### config.mk
export PLATFORM = sky130hd
export DESIGN_NAME = ir_pulse_width_transmitter
export DESIGN_NICKNAME = d
export VERILOG_FILES = /design/src/hw/rtl/irpw_pkg.sv /design/src/hw/rtl/ir_pulse_width_transmitter.sv
export SDC_FILE = /design/constraint.sdc
export NUM_CORES = 1
export LEC_CHECK = 0
export ABC_CLOCK_PERIOD_IN_PS = 6700
export BUFFER_PORTS_ARGS = -buffer_cell sky130_fd_sc_hd__buf_2
export CORE_MARGIN = 2
export CORE_UTILIZATION = 24
export DETAILED_ROUTE_END_ITERATION = 8
export SKIP_LAST_GASP = 1
export SYNTH_ARGS = -nofsm -noshare
export SYNTH_HDL_FRONTEND = slang
export SYNTH_SLANG_ARGS = --single-unit
### constraint.sdc
create_clock -name clk -period 6.7 [get_ports clk]
set_clock_uncertainty 0.1 [all_clocks]
set_input_delay 0.67 -clock clk [delete_from_list [all_inputs] [get_ports clk]]
set_output_delay 0.67 -clock clk [all_outputs]
set_load 0.1 [all_outputs]
### src/hw/rtl/irpw_pkg.sv
// ----------------------------------------------------------------------------
// irpw_pkg
// Shared types and constants for the infrared pulse-width transmitter.
// ----------------------------------------------------------------------------
package irpw_pkg;

    localparam int REG_W = 10;
    localparam int CMD_W = 8;
    localparam int IDX_W = 2;

    localparam logic [REG_W-1:0] START_MARK_RST  = 10'd228;
    localparam logic [REG_W-1:0] START_SPACE_RST = 10'd152;
    localparam logic [REG_W-1:0] LONG_RST        = 10'd92;
    localparam logic [REG_W-1:0] SHORT_RST       = 10'd46;

    typedef enum logic [IDX_W-1:0] {
        REG_START_MARK  = 2'd0,
        REG_START_SPACE = 2'd1,
        REG_LONG        = 2'd2,
        REG_SHORT       = 2'd3
    } reg_idx_t;

    typedef enum logic [2:0] {
        PH_IDLE        = 3'd0,
        PH_START_MARK  = 3'd1,
        PH_START_SPACE = 3'd2,
        PH_BIT_MARK    = 3'd3,
        PH_BIT_SPACE   = 3'd4
    } phase_t;

endpackage

### src/hw/rtl/ir_pulse_width_transmitter.sv
// ----------------------------------------------------------------------------
// ir_pulse_width_transmitter
// Sends a start burst, a start space and a command byte LSB first as
// pulse-width coded marks and spaces, one carrier half-period per tick beat.
// ----------------------------------------------------------------------------
//  channel   signals                                   direction
//  in        in_valid, in_stall, mode, command         into block
//  out       out_valid, out_stall, ir_level,
//            busy_res, frame_done                      out of block
//  cfg       cfg_we, cfg_index, cfg_data               into block
//
//  one beat per cycle unless in_stall holds it; the result is registered and appears in the cycle after the input beat
//  frame state and result register update in the same edge
//  a new beat is taken whenever the result register is empty or drained
//  reset clears the frame state and loads the default segment lengths
// ----------------------------------------------------------------------------
module ir_pulse_width_transmitter #(
    parameter int BITS_PER_FRAME = 8
) (
    input  logic                         clk,
    input  logic                         rst_n,
    input  logic                         in_valid,
    output logic                         in_stall,
    input  logic                         mode,
    input  logic [irpw_pkg::CMD_W-1:0]   command,
    output logic                         out_valid,
    input  logic                         out_stall,
    output logic                         ir_level,
    output logic                         busy_res,
    output logic                         frame_done,
    input  logic                         cfg_we,
    input  logic [irpw_pkg::IDX_W-1:0]   cfg_index,
    input  logic [irpw_pkg::REG_W-1:0]   cfg_data
);

    localparam int BIT_W = $clog2(BITS_PER_FRAME + 1);

    logic [irpw_pkg::REG_W-1:0] start_mark_reg;
    logic [irpw_pkg::REG_W-1:0] start_space_reg;
    logic [irpw_pkg::REG_W-1:0] long_reg;
    logic [irpw_pkg::REG_W-1:0] short_reg;

    irpw_pkg::phase_t            phase_reg, phase_next;
    logic [irpw_pkg::REG_W-1:0]  tick_count_reg, tick_count_next;
    logic [BIT_W-1:0]            bit_index_reg, bit_index_next;
    logic [irpw_pkg::CMD_W-1:0]  shift_byte_reg, shift_byte_next;
    logic                        carrier_reg, carrier_next;

    logic                        out_valid_reg;
    logic                        ir_level_reg, ir_level_next;
    logic                        busy_reg, busy_next;
    logic                        done_reg, done_next;

    logic                        accept;
    logic [irpw_pkg::REG_W-1:0]  tick_inc;
    logic [irpw_pkg::REG_W-1:0]  seg_len;
    logic                        seg_end;
    logic [BIT_W-1:0]            bit_inc;

    assign in_stall = out_valid_reg && out_stall;
    assign accept   = in_valid && !in_stall;

    // configuration registers
    always_ff @(posedge clk or negedge rst_n)
    begin
        if (!rst_n)
        begin
            start_mark_reg  <= irpw_pkg::START_MARK_RST;
            start_space_reg <= irpw_pkg::START_SPACE_RST;
            long_reg        <= irpw_pkg::LONG_RST;
            short_reg       <= irpw_pkg::SHORT_RST;
        end
        else if (cfg_we)
        begin
            unique case (irpw_pkg::reg_idx_t'(cfg_index))
                irpw_pkg::REG_START_MARK:  start_mark_reg  <= cfg_data;
                irpw_pkg::REG_START_SPACE: start_space_reg <= cfg_data;
                irpw_pkg::REG_LONG:        long_reg        <= cfg_data;
                irpw_pkg::REG_SHORT:       short_reg       <= cfg_data;
                default:                   ;
            endcase
        end
    end

    // segment length for the current phase
    always_comb
    begin
        unique case (phase_reg)
            irpw_pkg::PH_START_MARK:  seg_len = start_mark_reg;
            irpw_pkg::PH_START_SPACE: seg_len = start_space_reg;
            irpw_pkg::PH_BIT_MARK:    seg_len = shift_byte_reg[0] ? long_reg : short_reg;
            irpw_pkg::PH_BIT_SPACE:   seg_len = shift_byte_reg[0] ? short_reg : long_reg;
            default:                  seg_len = '0;
        endcase
    end

    assign tick_inc = tick_count_reg + 1'b1;
    assign seg_end  = (tick_inc >= seg_len) || (tick_inc == '0);
    assign bit_inc  = bit_index_reg + 1'b1;

    // frame sequencer
    always_comb
    begin
        phase_next      = phase_reg;
        tick_count_next = tick_count_reg;
        bit_index_next  = bit_index_reg;
        shift_byte_next = shift_byte_reg;
        carrier_next    = carrier_reg;
        done_next       = 1'b0;

        if (mode)
        begin
            if (phase_reg == irpw_pkg::PH_IDLE)
            begin
                shift_byte_next = command;
                bit_index_next  = '0;
                tick_count_next = '0;
                carrier_next    = 1'b0;
                phase_next      = irpw_pkg::PH_START_MARK;
            end
        end
        else
        begin
            unique case (phase_reg)
                irpw_pkg::PH_START_MARK,
                irpw_pkg::PH_BIT_MARK:
                begin
                    carrier_next    = !carrier_reg;
                    tick_count_next = tick_inc;
                    if (seg_end)
                    begin
                        tick_count_next = '0;
                        carrier_next    = 1'b0;
                        phase_next      = (phase_reg == irpw_pkg::PH_START_MARK) ?
                                          irpw_pkg::PH_START_SPACE :
                                          irpw_pkg::PH_BIT_SPACE;
                    end
                end
                irpw_pkg::PH_START_SPACE:
                begin
                    tick_count_next = tick_inc;
                    if (seg_end)
                    begin
                        tick_count_next = '0;
                        carrier_next    = 1'b0;
                        phase_next      = irpw_pkg::PH_BIT_MARK;
                    end
                end
                irpw_pkg::PH_BIT_SPACE:
                begin
                    tick_count_next = tick_inc;
                    if (seg_end)
                    begin
                        tick_count_next = '0;
                        shift_byte_next = shift_byte_reg >> 1;
                        if (bit_inc == BIT_W'(BITS_PER_FRAME))
                        begin
                            bit_index_next = '0;
                            phase_next     = irpw_pkg::PH_IDLE;
                            done_next      = 1'b1;
                        end
                        else
                        begin
                            bit_index_next = bit_inc;
                            phase_next     = irpw_pkg::PH_BIT_MARK;
                        end
                    end
                end
                default:
                begin
                    phase_next   = irpw_pkg::PH_IDLE;
                    carrier_next = 1'b0;
                end
            endcase
        end

        ir_level_next = ((phase_next == irpw_pkg::PH_START_MARK) ||
                         (phase_next == irpw_pkg::PH_BIT_MARK)) && carrier_next;
        busy_next     = (phase_next != irpw_pkg::PH_IDLE);
    end

    always_ff @(posedge clk or negedge rst_n)
    begin
        if (!rst_n)
        begin
            phase_reg      <= irpw_pkg::PH_IDLE;
            tick_count_reg <= '0;
            bit_index_reg  <= '0;
            shift_byte_reg <= '0;
            carrier_reg    <= 1'b0;
        end
        else if (accept)
        begin
            phase_reg      <= phase_next;
            tick_count_reg <= tick_count_next;
            bit_index_reg  <= bit_index_next;
            shift_byte_reg <= shift_byte_next;
            carrier_reg    <= carrier_next;
        end
    end

    // result register
    always_ff @(posedge clk or negedge rst_n)
    begin
        if (!rst_n)
        begin
            out_valid_reg <= 1'b0;
        end
        else if (accept)
        begin
            out_valid_reg <= 1'b1;
        end
        else if (!out_stall)
        begin
            out_valid_reg <= 1'b0;
        end
    end

    always_ff @(posedge clk)
    begin
        if (accept)
        begin
            ir_level_reg <= ir_level_next;
            busy_reg     <= busy_next;
            done_reg     <= done_next;
        end
    end

    assign out_valid  = out_valid_reg;
    assign ir_level   = ir_level_reg;
    assign busy_res   = busy_reg;
    assign frame_done = done_reg;

    // checks
    a_done_not_busy: assert property (@(posedge clk) disable iff (!rst_n)
        (out_valid && frame_done) |-> !busy_res)
        else $error("frame_done while still busy");

    a_level_needs_busy: assert property (@(posedge clk) disable iff (!rst_n)
        (out_valid && ir_level) |-> busy_res)
        else $error("emitter driven while idle");

    a_idle_count_clear: assert property (@(posedge clk) disable iff (!rst_n)
        (phase_reg == irpw_pkg::PH_IDLE) |-> (tick_count_reg == '0 && !carrier_reg))
        else $error("idle with live tick count or carrier");

    a_space_quiet: assert property (@(posedge clk) disable iff (!rst_n)
        ((phase_reg == irpw_pkg::PH_START_SPACE) || (phase_reg == irpw_pkg::PH_BIT_SPACE))
        |-> !carrier_reg)
        else $error("carrier high during a space");

endmodule

# ---- Yosys cells after proc, flatten, opt, wreduce, memory -nomap -nowiden
# Cells that the tools add are included.
dict set report totals {
  reg_bits 70
  inputBits 26
  word_cells 85
}
dict set report classes {
  addsub 2
  magnitude_cmp 1
  n_eq_ne 12
  n_mux 32
  bitwise 2
  reduce_logical 23
}
# operator n
set op_table {}
lappend op_table {{two-way mux 10 bit} 6}
lappend op_table {{one-hot mux 10 bit (4 select lines)} 1}
lappend op_table {{two-way mux 8 bit} 4}
lappend op_table {{two-way mux 4 bit} 5}
lappend op_table {{two-way mux 3 bit} 6}
lappend op_table {{adder 10 x 1 -> 10 bit (second input constant)} 1}
lappend op_table {{>= comparator 10 bit} 1}
lappend op_table {{logical NOT 10 bit} 1}
lappend op_table {{equality test 3 x 2 -> 1 bit (second input constant)} 3}
lappend op_table {{one-hot mux 3 bit (3 select lines)} 1}
lappend op_table {{AND reduction 2 bit} 4}
lappend op_table {{two-way mux 1 bit} 7}
lappend op_table {{equality test 3 x 1 -> 1 bit (second input constant)} 2}
lappend op_table {{nonzero test 2 bit} 3}
lappend op_table {{adder 4 x 1 -> 4 bit (second input constant)} 1}
lappend op_table {{equality test 2 bit (second input constant)} 2}
lappend op_table {{equality test 4 bit (second input constant)} 1}
lappend op_table {{!= test 2 x 1 -> 1 bit (second input constant)} 2}
lappend op_table {{AND reduction 4 bit} 1}
lappend op_table {{OR reduction 4 bit} 1}
lappend op_table {{equality test 3 bit (second input constant)} 1}
lappend op_table {{logical AND 1 bit} 3}
lappend op_table {{logical NOT 3 bit} 1}
lappend op_table {{one-hot mux 1 bit (3 select lines)} 1}
lappend op_table {{other kinds (10)} 13}

# ---- Logic depth before layout (Yosys ltp)
# Gate-level depths: netlist of the first run.
dict set report depth {
  ltp_word 10
  mapped_depth 15
  mapped_depth_nobuf 13
}

# ---- Least setup slack after synthesis of the first run
# No wires, ideal clock.
dict set report synth_path {
  path_kind {register to register}
  startpoint {register shift_byte_reg[0] (netlist bit)}
  endpoint {register bit_index_reg[0]}
  setup_ns 0.125
  t_arrival_ns 3.091
  t_required_ns 6.475
  slack_ns 3.384
  path_stages_with_launch 14
  n_path_buf 2
  cell_sequence {dfrtp_1 -> buf_2 -> buf_1 -> mux2i_1 -> o22ai_1 -> a21oi_1 -> ha_1 -> a211o_1 -> a21oi_1 -> o21ai_0 -> a21oi_2 -> nand3_4 -> nand2_4 -> mux2_4}
}
dict set report synth_between {
  elab_chain_len 6
  elab_cells_between_ends 7
}
# item line
set synth_lines {}
lappend synth_lines {{start, declared} ir_pulse_width_transmitter.sv:46} ;# logic [irpw_pkg::CMD_W-1:0] shift_byte_reg, shift_byte_next;
lappend synth_lines {{start signal, assigned} ir_pulse_width_transmitter.sv:197} ;# shift_byte_reg <= shift_byte_next;
lappend synth_lines {{two-way mux 10 bit, on equally long branches} {ir_pulse_width_transmitter.sv:92, ir_pulse_width_transmitter.sv:91}}
lappend synth_lines {{one-hot mux 10 bit (4 select lines) *} ir_pulse_width_transmitter.sv:88} ;# unique case (phase_reg)
lappend synth_lines {{>= comparator 10 bit *} ir_pulse_width_transmitter.sv:98} ;# assign seg_end = (tick_inc >= seg_len) || (tick_inc == '0);
lappend synth_lines {{logical OR 1 bit *} ir_pulse_width_transmitter.sv:98}
lappend synth_lines {{nonzero test 2 bit (no source line) *} --}
lappend synth_lines {{AND reduction 4 bit (no source line) *} --}
lappend synth_lines {{end signal, assigned} ir_pulse_width_transmitter.sv:196} ;# bit_index_reg <= bit_index_next;
lappend synth_lines {{end, declared} ir_pulse_width_transmitter.sv:45} ;# logic [BIT_W-1:0] bit_index_reg, bit_index_next;
# Mark *: on every way between the ends. The rest lies on a longest branch, timed or not.
# A chain may end at the register's enable or synchronous reset.

# ---- Final worst setup path of the first run
dict set report layout_path {
  startpoint {register phase_reg[1]}
  endpoint {register bit_index_reg[0]}
}
dict set report layout_between {
  elab_chain_len 6
  elab_cells_between_ends 12
}
# item line
set layout_lines {}
lappend layout_lines {{start, declared} ir_pulse_width_transmitter.sv:43} ;# irpw_pkg::phase_t phase_reg, phase_next;
lappend layout_lines {{start signal, assigned} ir_pulse_width_transmitter.sv:186} ;# phase_reg <= irpw_pkg::PH_IDLE;
lappend layout_lines {{start signal, assigned} ir_pulse_width_transmitter.sv:194} ;# phase_reg <= phase_next;
lappend layout_lines {{equality test 3 bit (tied with other cells)} {ir_pulse_width_transmitter.sv:88, ir_pulse_width_transmitter.sv:124}}
lappend layout_lines {{one-hot mux 10 bit (4 select lines)} ir_pulse_width_transmitter.sv:88}
lappend layout_lines {{>= comparator 10 bit} ir_pulse_width_transmitter.sv:98}
lappend layout_lines {{logical OR 1 bit} ir_pulse_width_transmitter.sv:98}
lappend layout_lines {{nonzero test 2 bit (no source line)} --}
lappend layout_lines {{AND reduction 4 bit (no source line) *} --}
# Marked as above.

==> flow_metrics.py, run 1 <==
metrics = {
    "status": {
        "status": "complete, no violations",
    },
    "cts": {
        "cts_buffer_depth": 2,
        "h-tree-depth": 3,
        "post_cts_hold_buffers": 0,
        "cts.clk_slew.worst_paths_ns": 0.05,
        "cts-root-buf": "sky130_fd_sc_hd__clkbuf_16",
        "ctsResizeCount": 0,
        "cts_setup_buffers": 0,
        "cts_inserted_buffers": 9,
        "clock-sinks": 70,
        "clock_tree_from_tritoncts": "built",
        "clk_latency_ns": 0.33,
    },
    "final_layout": {
        "antenna_cells_inserted": 0,
        "final_core_util": 0.2864,
        "layout_area_overhead_pct": 16.17,
        "final-instance-count-excl-fill": 629,
        "post_route_cells_drive_above_1_share": 0.2836,
        "finish.net_count": 443,
    },
    "flow_run": {
        "max_cap_violations": 0,
    },
    "grt": {
        "pin_count_of_the_biggest_net_entering_global_routing": 68,
        "initial_antenna_violation_count": 0,
        "grt-ovfl-total": 0,
        "grt_first_pass_wirelength_mm": 15.70,
        "first_global_vias": 3180,
        "groute.usage.overall": 0.1088,
    },
    "synth": {
        "synth_cell_area_mm2": 0.004118,
        "post_synth_num_cell_types": 56,
        "ys_ff_latch": 70,
        "syn-num-nets": 423,
        "synthDominantAreaCellType": "sky130_fd_sc_hd__dfrtp_1",
        "synth-seq-area-share": 0.4336,
        "post_synthesis_async_set_or_reset_flop_share": 0.9571,
        "synth_area_per_cell_um2": 10.72,
        "synthesis.instances": 384,
        "synth_most_common_cell": "sky130_fd_sc_hd__dfrtp_1",
        "yosysTopAreaCellShare": 0.3160,
        "synth-edff-count": 3,
        "synthesis.yosys.warnings": 0,
        "dominant_register_cell_in_the_synthesized_netlist": "sky130_fd_sc_hd__dfrtp_1",
        "post_synth_most_frequent_cells": "52 x sky130_fd_sc_hd__dfrtp_1, 42 x sky130_fd_sc_hd__mux2_2, 28 x sky130_fd_sc_hd__a21oi_1, 27 x sky130_fd_sc_hd__mux2i_1",
        "yosys-top-cells-area": "sky130_fd_sc_hd__dfrtp_1 32%, sky130_fd_sc_hd__mux2_2 11%, sky130_fd_sc_hd__dfstp_2 9.6%, sky130_fd_sc_hd__mux2i_1 6.6%, sky130_fd_sc_hd__ha_1 4.0%",
    },
    "timing": {
        "hold-worst-slack_ns": 0.4065,
        "final.min_clock_period_ns": 3.745,
        "tightestPinTransition_ns": 1.072,
        "timing.setup.tns_ns": 0,
        "final-setup-viol-count": 0,
        "hold_viol": 0,
        "fin_crit_sh": 0.5590,
        "rsz0062_at_grt": "no",
        "worst_slew_margin_rel": 0.2854,
        "maxClockFrequency_mhz": 267.0,
        "max_slew_vio_count": 0,
    },
    "floorplan": {
        "io_pins": 31,
        "core_area_mm2": 0.01670,
        "die_area_mm2": 0.01822,
        "horizontal_die_dimension_um": 135.0,
        "number_of_cell_rows": 47,
        "start_util": 0.2466,
        "floorplan.die.height_um": 135.0,
    },
    "detailed_routing": {
        "routed-via-count": 3035,
        "routed_wl_mm": 9.157,
        "drc": 0,
        "wl_per_cell_um": 14.56,
        "drt_pre_antenna_iters": 4,
        "viasPerCell": 4.825,
        "drt.antenna.violating_nets": 0,
        "drtIter0Drc": 123,
    },
    "min_path": {
        "worstHoldPathType": "reg -> reg",
    },
    "critical_path": {
        "path_common_cell": "sky130_fd_sc_hd__a21oi_1",
        "crit_type": "reg -> reg",
        "critical_path_peak_fanout": 16,
        "critPathCaptureType": "flop",
        "slowest_stage": "sky130_fd_sc_hd__nor2_1",
        "slowest_delay_ns": 0.57,
        "critical_path_required_ns": 6.82,
        "cp.arrival_ns": 3.86,
        "crit_path_cell_trace": "inv_1 -> nor2_1 -> a22o_1 -> a21oi_1 -> ha_1 -> a211o_1 -> a21oi_1 -> o21ai_0 -> a21oi_2 -> nand3_4 -> nand2_4 -> mux2_4",
        "start_kind": "flop",
    },
    "place": {
        "finalWeightedCongestion": 0.8315,
        "place.port_buffers": 30,
        "number_of_placed_instances_with_taps_included": 613,
        "place_hpwl_mm": 6.508,
    },
    "power": {
        "ir_drop_uv": 126.7,
        "powerDensity_mw_per_mm2": 362.1,
        "cellLeakagePower_nw": 2.055,
    },
}
-- critical path, delay by kind of cell (launching register included) --
| family | cells | cell delay (ns) |
|---|---|---|
| DFF | 1 | 0.51 |
| adders and majority gates | 1 | 0.31 |
| buffers and inverters | 1 | 0.17 |
| AOI/OAI and AO/OA | 6 | 1.24 |
| muxes | 1 | 0.30 |
| and+or+nand+nor | 3 | 0.99 |
-- report_power, final --
part           leakage [nW]  internal, mW  switching, mW  total, mW
logic                  1.08         0.255          0.264      0.520
clock network         0.167         0.373          0.175      0.548
registers             0.810         0.537          0.128      0.664
-- per-stage QoR --
| stage | setup slack, ns | area (um2) | power, mW |
|---|---|---|---|
| 6_report | 2.955 | 4783 | 1.732 |
| 3_3_place_gp | 2.952 | 4442 | 1.165 |
| 5_1_grt | 2.589 | 4783 | 1.854 |
| 2_1_floorplan | 3.384 | 4118 | 1.064 |
| 3_5_place_dp | 2.934 | 4442 | 1.191 |
| 4_1_cts | 2.932 | 4783 | 1.750 |
-- cell type report --
cell class,count,area [um2]
Clock inverter,4,95.09
Multi-Input combinational cell,285,2193
Timing Repair Buffer,32,165.2
Clock buffer,12,246.5
Sequential cell,70,1785
Tap cell,220,275.3
Fill cell,1762,11920
Inverter,6,22.52
-- layout by cell type, fill, tap and decap left out, types with 7 or more instances in the layout --
cell type,count
sky130_fd_sc_hd__nor2_1,22
sky130_fd_sc_hd__ha_1,13
sky130_fd_sc_hd__a22o_1,12
sky130_fd_sc_hd__mux2_2,42
sky130_fd_sc_hd__buf_2,30
sky130_fd_sc_hd__a31oi_1,10
sky130_fd_sc_hd__dfrtp_1,52
sky130_fd_sc_hd__o21ai_0,8
sky130_fd_sc_hd__nand2_1,22
sky130_fd_sc_hd__a21oi_1,28
sky130_fd_sc_hd__clkbuf_16,9
sky130_fd_sc_hd__nand3_1,9
sky130_fd_sc_hd__o22ai_1,7
sky130_fd_sc_hd__mux2i_1,27
sky130_fd_sc_hd__dfstp_2,15
-- cell families after synthesis --
logic type                 share of synthesized area
AOI/OAI and AO/OA                             0.1650
and+or+nand+nor                               0.1191
muxes                                         0.1878
DFF                                           0.4336
buffers and inverters                        0.03373
adders and majority gates                    0.03950
xor gates and xnor gates                     0.02127
-- worst paths after layout --
path                                                  end  cells after the start                            from  slack [ns]
max in group asynchronous         long_reg[0]$_DFFE_PN0P_                      2                           rst_n        5.50
hold / removal             start_space_reg[0]$_DFFE_PN0P_                      1  start_space_reg[0]$_DFFE_PN0P_        0.41
hold reg to reg            start_space_reg[0]$_DFFE_PN0P_                      1  start_space_reg[0]$_DFFE_PN0P_        0.41
min in group asynchronous   tick_count_reg[2]$_DFFE_PN0P_                      2                           rst_n        0.44
setup reg to reg             bit_index_reg[0]$_DFFE_PN0P_                     12        phase_reg[1]$_DFFE_PN0P_        2.95
setup / recovery             bit_index_reg[0]$_DFFE_PN0P_                     12        phase_reg[1]$_DFFE_PN0P_        2.95
-- layer usage --
metal | part of all wire | GRT usage | up-vias
li1 | - | - | 1472
met1 | 0.48 | 0.1391 | 1495
met2 | 0.46 | 0.1743 | 60
met3 | 0.046 | 0.02928 | 8
met4 | 0.012 | 0.04514 | 0
met5 | 0 | 0 | -
No activity file was read; power rests on OpenSTA's default activity.
==> run 2: changes to the inputs <==
--- a/config.mk
+++ b/config.mk
@@ -5,7 +5,7 @@
 export SDC_FILE = /design/constraint.sdc
 export NUM_CORES = 1
 export LEC_CHECK = 0
-export ABC_CLOCK_PERIOD_IN_PS = 6700
+export ABC_CLOCK_PERIOD_IN_PS = 3600
 export BUFFER_PORTS_ARGS = -buffer_cell sky130_fd_sc_hd__buf_2
 export CORE_MARGIN = 2
 export CORE_UTILIZATION = 24
==> constraint.sdc (replaced) <==
create_clock -name clk -period 3.6 [get_ports clk]
set_clock_uncertainty 0.1 [all_clocks]
set_input_delay 0.36 -clock clk [delete_from_list [all_inputs] [get_ports clk]]
set_output_delay 0.36 -clock clk [all_outputs]
set_load 0.1 [all_outputs]
==> flow_metrics.py, run 2 (synthesized netlist as in run 1, its figures left out) <==
metrics = {
    "place": {
        "finalWeightedCongestion": 0.8160,
        "place.port_buffers": 30,
        "number_of_placed_instances_with_taps_included": 625,
        "place_hpwl_mm": 6.961,
        "post_dp_cell_area_mm2": 0.004532,
        "place_worst_setup_slack_ns": 0.2210,
    },
    "detailed_routing": {
        "routed-via-count": 3118,
        "met3_length_um": 352,
        "wl_per_cell_um": 14.74,
        "viasPerCell": 4.857,
        "met1Wirelength_mm": 4.546,
        "drc": 0,
        "drt_pre_antenna_iters": 5,
        "routed_wl_mm": 9.464,
        "route.top_layer_used": "met4",
        "drtIter0Drc": 200,
        "drt.antenna.violating_nets": 0,
        "met2_length_mm": 4.377,
    },
    "grt": {
        "initial_antenna_violation_count": 0,
        "first_global_vias": 3160,
        "groute.usage.overall": 0.1122,
        "grt_first_pass_wirelength_mm": 15.83,
        "pin_count_of_the_biggest_net_entering_global_routing": 41,
        "grt-ovfl-total": 0,
    },
    "final_layout": {
        "final_core_util": 0.2908,
        "layout_commonest_cell": "sky130_fd_sc_hd__dfrtp_1",
        "mostFrequentLayoutCells": "51 x sky130_fd_sc_hd__dfrtp_1, 42 x sky130_fd_sc_hd__mux2_2, 30 x sky130_fd_sc_hd__buf_2",
        "finish.net_count": 456,
        "post_route_cells_drive_above_1_share": 0.3152,
        "layout_area_overhead_pct": 17.96,
        "antenna_cells_inserted": 0,
        "final-instance-count-excl-fill": 642,
        "n_fill_cell": 1770,
        "postLayoutCellArea_mm2": 0.004857,
    },
    "min_path": {
        "worstHoldPathType": "in -> reg",
    },
    "timing": {
        "rsz0062_at_grt": "no",
        "hold-worst-slack_ns": 0.1396,
        "maxClockFrequency_mhz": 303.4,
        "timing.setup.tns_ns": 0,
        "hold_viol": 0,
        "fin_ws_ns": 0.3039,
        "final-setup-viol-count": 0,
        "worst_slew_margin_rel": 0.5704,
        "fin_crit_sh": 0.9156,
        "final.min_clock_period_ns": 3.296,
        "tightestPinTransition_ns": 0.6426,
        "max_slew_vio_count": 0,
    },
    "cts": {
        "clock_tree_from_tritoncts": "built",
        "clk_latency_ns": 0.35,
        "clock-sinks": 70,
        "cts-root-buf": "sky130_fd_sc_hd__clkbuf_16",
        "cts.clk_slew.worst_paths_ns": 0.06,
        "h-tree-depth": 3,
        "cts_inserted_buffers": 9,
        "cts_buffer_depth": 2,
    },
    "critical_path": {
        "critical_path_peak_fanout": 10,
        "cp.arrival_ns": 3.29,
        "critical_path_required_ns": 3.59,
        "crit_type": "reg -> reg",
        "start_kind": "flop",
        "critPathCaptureType": "flop",
    },
    "power": {
        "cellLeakagePower_nw": 2.099,
        "powerDensity_mw_per_mm2": 652.2,
        "design_power_total_mw": 3.168,
        "ir_drop_uv": 299.6,
    },
    "floorplan": {
        "core_area_mm2": 0.01670,
        "start_util": 0.2466,
        "horizontal_die_dimension_um": 135.0,
        "number_of_cell_rows": 47,
        "io_pins": 31,
        "floorplan.die.height_um": 135.0,
        "die_area_mm2": 0.01822,
    },
    "status": {
        "status": "complete, no violations",
    },
    "flow_run": {
        "max_cap_violations": 0,
    },
}
==> run 2: changes by cell type in the layout (fill, tap and decap cells not counted) <==
cell                            delta
sky130_fd_sc_hd__clkinv_2          -1
sky130_fd_sc_hd__buf_4            +12
sky130_fd_sc_hd__clkinv_4          +3
sky130_fd_sc_hd__clkbuf_1          -2
sky130_fd_sc_hd__dfrtp_2           +1
sky130_fd_sc_hd__nor2_1            -2
sky130_fd_sc_hd__dfrtp_1           -1
sky130_fd_sc_hd__bufinv_16         -2
sky130_fd_sc_hd__dlygate4sd3_1     +1
sky130_fd_sc_hd__clkinvlp_4        +1
sky130_fd_sc_hd__inv_4             +1
sky130_fd_sc_hd__nor2_2            +2
==> run 2: final cells by class <==
| type | count | area, um2 | area share |
|---|---|---|---|
| Timing Repair Buffer | 45 | 265.3 | 0.05461 |
| Inverter | 6 | 22.52 | 0.004637 |
| Sequential cell | 70 | 1787 | 0.3679 |
| Tap cell | 220 | 275.3 | 0.05667 |
| Multi-Input combinational cell | 285 | 2198 | 0.4526 |
| Clock buffer | 10 | 239.0 | 0.04920 |
| Clock inverter | 6 | 70.07 | 0.01443 |
==> run 2: layer usage <==
layer / up-vias / global-route usage
li1: 1495 / -
met3: 20 / 0.03341
met4: 0 / 0.04630
met5: - / 0
met1: 1544 / 0.1444
met2: 59 / 0.1763
==> run 2: final timing paths <==
kind | slack [ns] | start | end | depth (start not counted)
min reg2reg | 0.41 | start_space_reg[9]$_DFFE_PN0P_ | start_space_reg[9]$_DFFE_PN0P_ | 1
min in group asynchronous | 0.48 | rst_n | tick_count_reg[3]$_DFFE_PN0P_ | 2
max in group asynchronous | 1.90 | rst_n | phase_reg[1]$_DFFE_PN0P_ | 3
max | 0.30 | phase_reg[1]$_DFFE_PN0P_ | ir_level$_DFFE_PP_ | 15
min | 0.14 | in_valid | out_valid$_DFFE_PN0P_ | 2
max reg2reg | 0.30 | phase_reg[1]$_DFFE_PN0P_ | ir_level$_DFFE_PP_ | 15
==> run 2: where the power goes <==
part           switching, mW  internal (mW)
sequential             0.166           1.00
combinational          0.583          0.512
clock                  0.347          0.558
==> run 2: worst max-delay path: stages (launching register included) <==
cell and delay (ns):
sky130_fd_sc_hd__dfrtp_2 0.47, sky130_fd_sc_hd__inv_1 0.18, sky130_fd_sc_hd__nor2_1 0.11, sky130_fd_sc_hd__buf_4 0.17, sky130_fd_sc_hd__buf_4 0.15, sky130_fd_sc_hd__a22o_1 0.25, sky130_fd_sc_hd__a21oi_1 0.19, sky130_fd_sc_hd__ha_1 0.27
sky130_fd_sc_hd__o21a_1 0.11, sky130_fd_sc_hd__a21oi_1 0.13, sky130_fd_sc_hd__o21ai_0 0.11, sky130_fd_sc_hd__a21oi_2 0.18, sky130_fd_sc_hd__buf_4 0.17, sky130_fd_sc_hd__nand2_2 0.12, sky130_fd_sc_hd__a31oi_1 0.23, sky130_fd_sc_hd__a2bb2oi_1 0.10
==> run 2: timing repair <==
action,in CTS,in global routing
setup buffers,0,0
endpoints found under the setup margin,0,13
gates resized for setup,0,3
hold endpoints to repair,15,0
hold buffers,1,0
